`config.mk`:
```
export PLATFORM = sky130hd
export DESIGN_NAME = servo_angle_pulse_generator
export DESIGN_NICKNAME = d
export VERILOG_FILES = /design/src/sapg_pkg.sv /design/src/servo_angle_pulse_generator.sv
export SDC_FILE = /design/constraint.sdc
export NUM_CORES = 1
export LEC_CHECK = 0
export BUFFER_PORTS_ARGS = -buffer_cell sky130_fd_sc_hd__clkbuf_2
export CAP_MARGIN = 40
export CORE_AREA = 8 8 195 197
export CTS_BUF_LIST = sky130_fd_sc_hd__clkbuf_8
export DETAILED_ROUTE_END_ITERATION = 8
export DIE_AREA = 0 0 203 205
export GPL_ROUTABILITY_DRIVEN = 0
export PLACE_DENSITY_LB_ADDON = 0.08
export SETUP_SLACK_MARGIN = 0.02
export SYNTH_ARGS = -nofsm -noshare
export SYNTH_HDL_FRONTEND = slang
export SYNTH_SLANG_ARGS = --single-unit
```
`constraint.sdc`:
```
create_clock -name clk -period 5.8 [get_ports clk]
set_input_delay 0.87 -clock clk [delete_from_list [all_inputs] [get_ports clk]]
set_output_delay 0.87 -clock clk [all_outputs]
set_load 0.01 [all_outputs]
```
`src/sapg_pkg.sv`:
```
`timescale 1ns / 1ps

package sapg_pkg;

  localparam int PULSE_BITS_DEF = 12;
  localparam int GAP_BITS_DEF   = 16;

  localparam int ANGLE_BITS = 9;
  localparam int FUNC_BITS  = 2;
  localparam int VALUE_BITS = 16;
  localparam int ADDR_BITS  = 2;

  localparam int RESET_MIN_PULSE = 1000;
  localparam int RESET_MAX_PULSE = 2000;
  localparam int RESET_MAX_ANGLE = 180;
  localparam int RESET_GAP_MS    = 18;
  localparam int US_PER_MS       = 1000;
  localparam int RESET_ANGLE     = 90;
  localparam int MIDPOINT_DIV    = 2;

  typedef enum logic [FUNC_BITS-1:0] {
    FUNC_TICK      = 2'd0,
    FUNC_SET_ANGLE = 2'd1,
    FUNC_SET_PULSE = 2'd2,
    FUNC_SET_EN    = 2'd3
  } func_t;

  typedef enum logic [ADDR_BITS-1:0] {
    REG_MIN_PULSE = 2'd0,
    REG_MAX_PULSE = 2'd1,
    REG_MAX_ANGLE = 2'd2,
    REG_LOW_GAP   = 2'd3
  } reg_addr_t;

endpackage

```
`src/servo_angle_pulse_generator.sv`:
```
// A tick or an enable item goes straight to the result state. An angle command is
// multiplied and divided to a width; that width or a pulse-width command is clamped and
// mapped back to an angle, all on the shared bit-serial multiplier and divider.
// One item is worked on at a time; the next is taken once the result is registered.
// Reset (synchronous, rst_n low) loads the default registers, a midpoint pulse width,
// an angle of 90 and leaves the output disabled with the pin low.
`timescale 1ns / 1ps

module servo_angle_pulse_generator #(
  parameter int PULSE_BITS = sapg_pkg::PULSE_BITS_DEF,
  parameter int GAP_BITS   = sapg_pkg::GAP_BITS_DEF
) (
  input  logic                                 clk,
  input  logic                                 rst_n,
  input  logic                                 in_tvalid,
  output logic                                 in_tready,
  input  logic [sapg_pkg::VALUE_BITS-1:0]      in_tdata,   // value
  input  logic [7:0]                           in_tuser,   // func
  output logic                                 out_tvalid,
  input  logic                                 out_tready,
  // pin_level, angle_now, pulse_now, enabled_now, zero fill
  output logic [((PULSE_BITS+sapg_pkg::ANGLE_BITS+2+7)/8)*8-1:0] out_tdata,
  input  logic                                 cfg_we,
  input  logic [sapg_pkg::ADDR_BITS-1:0]       cfg_addr,
  input  logic [((PULSE_BITS > GAP_BITS) ?
                 ((PULSE_BITS > sapg_pkg::ANGLE_BITS) ? PULSE_BITS : sapg_pkg::ANGLE_BITS) :
                 ((GAP_BITS > sapg_pkg::ANGLE_BITS) ? GAP_BITS : sapg_pkg::ANGLE_BITS))-1:0]
                                               cfg_wdata
);
  import sapg_pkg::*;

  localparam int PB     = PULSE_BITS;
  localparam int AB     = ANGLE_BITS;
  localparam int W      = (PB > AB) ? PB : AB;
  localparam int PW     = PB + AB;
  localparam int WW     = (PB + 1 > VALUE_BITS) ? PB + 1 : VALUE_BITS;
  localparam int CMPW   = (GAP_BITS > PB) ? GAP_BITS : PB;
  localparam int CNTW   = $clog2(W + 1);
  localparam int OUTB   = PB + AB + 2;
  localparam int OUTTW  = ((OUTB + 7) / 8) * 8;

  localparam logic [PB-1:0]       RST_MIN   = PB'(RESET_MIN_PULSE);
  localparam logic [PB-1:0]       RST_MAX   = PB'(RESET_MAX_PULSE);
  localparam logic [PB-1:0]       RST_PULSE = PB'((int'(RST_MIN) + int'(RST_MAX)) / MIDPOINT_DIV);
  localparam logic [AB-1:0]       RST_ANG   = AB'(RESET_MAX_ANGLE);
  localparam logic [GAP_BITS-1:0] RST_GAP   = GAP_BITS'(RESET_GAP_MS * US_PER_MS);

  typedef enum logic [2:0] {
    ST_IDLE, ST_MUL1, ST_DIV1, ST_APPLY, ST_MUL2, ST_DIV2, ST_DONE
  } state_t;

  state_t               state_r, state_nxt;
  logic [PB-1:0]        min_r, min_nxt, max_r, max_nxt;
  logic [AB-1:0]        maxang_r, maxang_nxt;
  logic [GAP_BITS-1:0]  gap_r, gap_nxt;
  logic [PB-1:0]        pulse_r, pulse_nxt, latched_r, latched_nxt;
  logic [AB-1:0]        angle_r, angle_nxt;
  logic                 en_r, en_nxt, high_r, high_nxt;
  logic [GAP_BITS-1:0]  pc_r, pc_nxt;
  logic                 out_valid_r, out_valid_nxt;
  logic [OUTTW-1:0]     out_data_r, out_data_nxt;

  logic [PW-1:0]        acc_r, acc_nxt;
  logic [W-1:0]         rem_r, rem_nxt, div_r, div_nxt;
  logic [PB-1:0]        mcand_r, mcand_nxt;
  logic [AB-1:0]        mplier_r, mplier_nxt;
  logic [WW-1:0]        w_r, w_nxt;
  logic [CNTW-1:0]      cnt_r, cnt_nxt;

  func_t                func;
  logic [GAP_BITS-1:0]  pc_inc;
  logic [PW-1:0]        mul_step, div_step;
  logic [W:0]           trial;
  logic                 trial_ge;
  logic [W-1:0]         rem_step;
  logic [AB-1:0]        ang_clamp;
  logic [PB-1:0]        span;
  logic [WW-1:0]        w_lo, w_hi;
  logic [PB-1:0]        w_clamp;
  logic                 range_ok;

  assign func      = func_t'(in_tuser[FUNC_BITS-1:0]);
  assign in_tready = (state_r == ST_IDLE);
  assign out_tvalid = out_valid_r;
  assign out_tdata  = out_data_r;

  assign pc_inc   = pc_r + GAP_BITS'(1);
  assign range_ok = (max_r > min_r);
  assign span     = range_ok ? (max_r - min_r) : '0;
  assign ang_clamp = (in_tdata > VALUE_BITS'(maxang_r)) ? maxang_r : in_tdata[AB-1:0];

  assign mul_step = {acc_r[PW-2:0], 1'b0} + (mplier_r[AB-1] ? PW'(mcand_r) : '0);
  assign trial    = {rem_r, acc_r[PW-1]};
  assign trial_ge = (trial >= {1'b0, div_r});
  assign rem_step = trial_ge ? W'(trial - {1'b0, div_r}) : trial[W-1:0];
  assign div_step = {acc_r[PW-2:0], trial_ge};

  assign w_lo    = (w_r < WW'(min_r)) ? WW'(min_r) : w_r;
  assign w_hi    = (w_lo > WW'(max_r)) ? WW'(max_r) : w_lo;
  assign w_clamp = w_hi[PB-1:0];

  always_comb begin
    state_nxt     = state_r;
    min_nxt       = min_r;
    max_nxt       = max_r;
    maxang_nxt    = maxang_r;
    gap_nxt       = gap_r;
    pulse_nxt     = pulse_r;
    latched_nxt   = latched_r;
    angle_nxt     = angle_r;
    en_nxt        = en_r;
    high_nxt      = high_r;
    pc_nxt        = pc_r;
    out_valid_nxt = out_valid_r && !out_tready;
    out_data_nxt  = out_data_r;
    acc_nxt       = acc_r;
    rem_nxt       = rem_r;
    div_nxt       = div_r;
    mcand_nxt     = mcand_r;
    mplier_nxt    = mplier_r;
    w_nxt         = w_r;
    cnt_nxt       = cnt_r;

    if (cfg_we) begin
      case (reg_addr_t'(cfg_addr))
        REG_MIN_PULSE: min_nxt    = cfg_wdata[PB-1:0];
        REG_MAX_PULSE: max_nxt    = cfg_wdata[PB-1:0];
        REG_MAX_ANGLE: maxang_nxt = cfg_wdata[AB-1:0];
        REG_LOW_GAP:   gap_nxt    = cfg_wdata[GAP_BITS-1:0];
        default: ;
      endcase
    end

    case (state_r)
      ST_IDLE: begin
        if (in_tvalid) begin
          case (func)
            FUNC_TICK: begin
              state_nxt = ST_DONE;
              if (en_r) begin
                pc_nxt = pc_inc;
                if (high_r) begin
                  if (CMPW'(pc_inc) >= CMPW'(latched_r)) begin
                    high_nxt = 1'b0;
                    pc_nxt   = '0;
                  end
                end else if (pc_inc >= gap_r) begin
                  latched_nxt = pulse_r;
                  pc_nxt      = '0;
                  high_nxt    = |pulse_r;
                end
              end
            end
            FUNC_SET_ANGLE: begin
              if (maxang_r == '0) begin
                w_nxt     = WW'(min_r);
                state_nxt = ST_APPLY;
              end else begin
                mcand_nxt  = span;
                mplier_nxt = ang_clamp;
                acc_nxt    = '0;
                cnt_nxt    = CNTW'(AB);
                state_nxt  = ST_MUL1;
              end
            end
            FUNC_SET_PULSE: begin
              w_nxt     = WW'(in_tdata);
              state_nxt = ST_APPLY;
            end
            FUNC_SET_EN: begin
              state_nxt = ST_DONE;
              if (in_tdata != '0) begin
                if (!en_r) begin
                  en_nxt      = 1'b1;
                  latched_nxt = pulse_r;
                  pc_nxt      = '0;
                  high_nxt    = |pulse_r;
                end
              end else begin
                en_nxt   = 1'b0;
                high_nxt = 1'b0;
                pc_nxt   = '0;
              end
            end
            default: ;
          endcase
        end
      end
      ST_MUL1, ST_MUL2: begin
        acc_nxt    = mul_step;
        mplier_nxt = {mplier_r[AB-2:0], 1'b0};
        cnt_nxt    = cnt_r - CNTW'(1);
        if (cnt_r == CNTW'(1)) begin
          if (state_r == ST_MUL1) begin
            rem_nxt   = W'(mul_step[PW-1:PB]);
            acc_nxt   = mul_step << AB;
            div_nxt   = W'(maxang_r);
            cnt_nxt   = CNTW'(PB);
            state_nxt = ST_DIV1;
          end else begin
            rem_nxt   = W'(mul_step[PW-1:AB]);
            acc_nxt   = mul_step << PB;
            div_nxt   = W'(max_r - min_r);
            cnt_nxt   = CNTW'(AB);
            state_nxt = ST_DIV2;
          end
        end
      end
      ST_DIV1, ST_DIV2: begin
        acc_nxt = div_step;
        rem_nxt = rem_step;
        cnt_nxt = cnt_r - CNTW'(1);
        if (cnt_r == CNTW'(1)) begin
          if (state_r == ST_DIV1) begin
            w_nxt     = WW'(min_r) + WW'(div_step[PB-1:0]);
            state_nxt = ST_APPLY;
          end else begin
            angle_nxt = div_step[AB-1:0];
            state_nxt = ST_DONE;
          end
        end
      end
      ST_APPLY: begin
        pulse_nxt = w_clamp;
        if (range_ok) begin
          mcand_nxt  = w_clamp - min_r;
          mplier_nxt = maxang_r;
          acc_nxt    = '0;
          cnt_nxt    = CNTW'(AB);
          state_nxt  = ST_MUL2;
        end else begin
          angle_nxt = '0;
          state_nxt = ST_DONE;
        end
      end
      ST_DONE: begin
        if (!out_valid_r || out_tready) begin
          out_valid_nxt = 1'b1;
          out_data_nxt  = OUTTW'({en_r, pulse_r, angle_r, en_r && high_r});
          state_nxt     = ST_IDLE;
        end
      end
      default: state_nxt = ST_IDLE;
    endcase
  end

  always_ff @(posedge clk) begin
    if (!rst_n) begin
      state_r     <= ST_IDLE;
      min_r       <= RST_MIN;
      max_r       <= RST_MAX;
      maxang_r    <= RST_ANG;
      gap_r       <= RST_GAP;
      pulse_r     <= RST_PULSE;
      latched_r   <= '0;
      angle_r     <= AB'(RESET_ANGLE);
      en_r        <= 1'b0;
      high_r      <= 1'b0;
      pc_r        <= '0;
      out_valid_r <= 1'b0;
      out_data_r  <= '0;
    end else begin
      state_r     <= state_nxt;
      min_r       <= min_nxt;
      max_r       <= max_nxt;
      maxang_r    <= maxang_nxt;
      gap_r       <= gap_nxt;
      pulse_r     <= pulse_nxt;
      latched_r   <= latched_nxt;
      angle_r     <= angle_nxt;
      en_r        <= en_nxt;
      high_r      <= high_nxt;
      pc_r        <= pc_nxt;
      out_valid_r <= out_valid_nxt;
      out_data_r  <= out_data_nxt;
    end
  end

  always_ff @(posedge clk) begin
    acc_r    <= acc_nxt;
    rem_r    <= rem_nxt;
    div_r    <= div_nxt;
    mcand_r  <= mcand_nxt;
    mplier_r <= mplier_nxt;
    w_r      <= w_nxt;
    cnt_r    <= cnt_nxt;
  end

endmodule

```
==> impl_metrics.csv <==
group,metric,value,unit
timing,slew_headroom,0.3745,
yosys,syn-cell-area,13820,µm²
timing,finalHoldViolCount,0,
floorplanning,die_w,203,µm
worst_setup_path,r2r-start,"w_r[10]",
timing,skew,0.03297,ns
yosys,syn_avg_cell_area,8.471,µm²
yosys,yosysTopAreaCell,"edfxtp_1",
worst_setup_path,worstSetupPathType,"flop to flop",
yosys,syn_inst,1632,
yosys,synthTopCellsByCount,"265 x nand2_1, 141 x a21oi_1, 127 x dfxtp_1",
hold_path,hp-class,"flop to flop",
placement,numPortBuffers,65,
floorplanning,rows,69,
global_routing,grt_pass1_vias,12050,
worst_setup_path,crit_arrival,5.83,ns
timing,slew_violations,0,
timing,finalSetupTns,0,ns
cts,cts_max_path_buffers,3,
layout,drive_gt1_frac,0.1322,
yosys,synthTopCellsByArea,"edfxtp_1 19%, dfxtp_1 18%, ha_1 11%",
layout,area_growth,13.64,%
floorplanning,io_pins,73,
yosys,synth-edff-count,86,
route,routed_wl,43160,µm
placement,dp_hpwl,33080,µm
timing,fin_crit_sh,0.9519,
floorplanning,core,34960,µm²
worst_setup_path,critPathTopFamily,"compound AO/OA/AOI/OAI gates",
cts,cts-htree-levels,2,
hold_path,worstHoldEndpoint,"gap_r[15]",
route,post_drt_wl_per_cell,19.48,µm
yosys,yosysMostFrequentCell,"nand2_1",
cts,cts_root_buf,"clkbuf_8",
floorplanning,die_area,41620,µm²
hold_path,holdPathStages,2,
hold_path,worstHoldStart,"gap_r[15]",
yosys,synth_top_area_frac,0.1868,
yosys,synth_ff_type,"dfxtp_1",
worst_setup_path,crit_path_start_kind,"flop",
timing,min_period,5.521,ns
worst_setup_path,rrSetupSlack,0.28,ns
yosys,async_flop_share,0,
cts,cts_tree,"yes",
yosys,synth.net_count,1809,
worst_setup_path,cp_max_fo,7,
worst_setup_path,cp-end-kind,"flop",
global_routing,grt_max_degree,63,
power,powerDensity,424.5,nW/µm²
cts,clkTransAtPathRegs,0.06,ns
yosys,yosysWarnings,0,
timing,holdWs,0.4524,ns
worst_setup_path,max_stage_delay,0.42,ns
route,num_vias,12170,
cts,cts_sinks,213,
yosys,synth-seq-cells,213,
global_routing,antenna_found_initial,1,
route,firstDrtPassIters,5,
global_routing,gr-usage-all-layers,0.2035,
worst_setup_path,crit_cells,23,
layout,stdcell_area,15710,µm²
layout,antenna_cells,0,
power,power.static_leakage,6.556,nW
layout,final_util,0.4493,
yosys,ys_seq_area_frac,0.3707,
floorplanning,die_y,205,µm
layout,nNetsFinal,1903,
timing,finalSetupViolCount,0,
route,drc,0,
power,ir_drop,207.6,µV
route,drt-initial-drc-count,812,
worst_setup_path,reg2reg_depth,23,
layout,fillCellCount,3626,
flow_run,drv_cap,0,
status,outcome,"finished, final reports clean",
global_routing,grt_first_pass_wirelength,67130,µm
worst_setup_path,crit_required,6.11,ns
worst_setup_path,critPathBufInv,3,
cts,clkLatencyLatePin,0.57,ns
route,via_per_inst,5.490,
yosys,ys_types,74,
worst_setup_path,cp_cell_sequence,"ha_1 -> and4_1 -> a2111oi_2 -> nand2_1 -> buf_4 -> buf_4 -> mux2_2 -> ha_1 -> nand2_1 -> o21ai_0 -> a2111oi_2 -> a21oi_1 -> nor2_1 -> buf_4 -> mux2_2 -> ha_1 -> a21o_1 -> a31oi_2 -> a21oi_1 -> a41o_1 -> o41ai_2 -> xnor2_1 -> o22ai_1",
worst_setup_path,r2r_end,"mcand_r[11]",
timing,fmax,181.1,MHz
cts,cts_hold_buf,0,
placement,placed_area,14920,µm²
route,ant_nets,0,
worst_setup_path,slowest_stage,"edfxtp_1",
floorplanning,start_util,0.3954,
global_routing,grt.overflow.total,0,
cts,cts-buffers-inserted,41,
timing,worstMarginPinSlew,0.9304,ns
==> report_power, final <==
| part | switching, mW | internal, mW | leakage, nW |
|---|---|---|---|
| clock network | 0.679 | 0.713 | 0.439 |
| logic | 1.84 | 1.14 | 4.28 |
| registers | 0.292 | 2.01 | 1.84 |
==> through the flow <==
step	power, mW	cells	setup slack (ns)
floorplan	4.282	1632	0.1223
global placement	5.221	2136	0.04504
detailed placement	5.253	2142	0.03884
CTS	6.691	2214	0.02845
global route	7.121	2216	-0.02411
finish	6.669	2216	0.2792
==> state kept, by name, summed over array words and instances (netlist names) <==
register / count
max_r: 12
acc_r: 21
rem_r: 12
maxang_r: 9
gap_r: 16
w_r: 16
out_tvalid: 1
mplier_r: 9
cnt_r: 4
mcand_r: 12
pulse_r: 12
out_tdata: 23
state_r: 3
div_r: 12
min_r: 12
high_r: 1
angle_r: 9
latched_r: 12
en_r: 1
pc_r: 16
==> kinds of logic (layout without fill, tap and decap cells) <==
family | after synthesis | after routing | share of synthesized area
AO/OA/AOI/OAI | 437 | 437 | 0.2011
flip-flops | 213 | 213 | 0.3707
buffers and inverters | 179 | 302 | 0.04960
other | 1 | 1 | 0.0002713
XOR/XNOR | 63 | 63 | 0.03991
adder cells (fa/ha/maj) | 130 | 130 | 0.1204
AND/OR/NAND/NOR | 569 | 569 | 0.1869
multiplexers | 40 | 40 | 0.03113
==> what timing repair did <==
| action | CTS | global route |
|---|---|---|
| gates cloned | 0 | 0 |
| setup endpoints to repair | 1 | 7 |
| gates resized for setup | 1 | 10 |
| pin swaps | 0 | 4 |
| setup buffers | 0 | 2 |
==> worst min-delay path, stage by stage, from the launching register on <==
cell,delay [ns]
dfxtp_1,0.31
nand2_1,0.05
a21oi_1,0.05
==> routing by layer <==
| layer | vias up | GRT usage | share of wire | wire length, µm |
|---|---|---|---|---|
| li1 | 6043 | - | - | - |
| met1 | 5811 | 0.2591 | 0.46 | 19650 |
| met2 | 252 | 0.3534 | 0.48 | 20650 |
| met3 | 60 | 0.03163 | 0.045 | 1939 |
| met4 | 0 | 0.05620 | 0.021 | 928 |
| met5 | - | 0 | 0 | 0 |
==> worst max path at each step <==
stage,endpoint,slack (ns),start
floorplan,mcand_r[11],0.12,min_r[7]
global route,mcand_r[11],-0.02,w_r[10]
finish,mcand_r[11],0.28,w_r[10]
global placement,mcand_r[11],0.05,w_r[5]
detailed placement,mcand_r[11],0.04,w_r[5]
CTS,mcand_r[11],0.03,w_r[5]
==> cell usage in the layout (no fill, tap or decap), types with 18 or more instances in the layout <==
master	netlist	layout
nand2b_1	18	18
xnor2_1	39	39
and2_1	21	21
mux2_2	24	24
clkbuf_2	0	65
o21ai_0	101	96
xor2_1	24	24
nor3_1	24	22
inv_1	102	117
ha_1	125	125
dfxtp_1	127	127
edfxtp_1	86	86
buf_4	1	58
nand3_1	48	48
nand2_1	265	265
o211ai_1	34	34
a21o_1	25	25
a21oi_1	141	137
clkbuf_8	0	45
nor2_1	108	108
==> cell type report <==
class / count / area (µm²) / share of cell area
clock buffer: 45 / 619.3 / 0.03942
clock inverter: 27 / 122.6 / 0.007805
tap: 461 / 576.8 / 0.03672
timing repair buffer: 127 / 807.0 / 0.05137
multi-input combinational: 1240 / 8073 / 0.5139
sequential: 213 / 5125 / 0.3262
inverter: 103 / 386.6 / 0.02461
(Power assumes the default switching activity.)
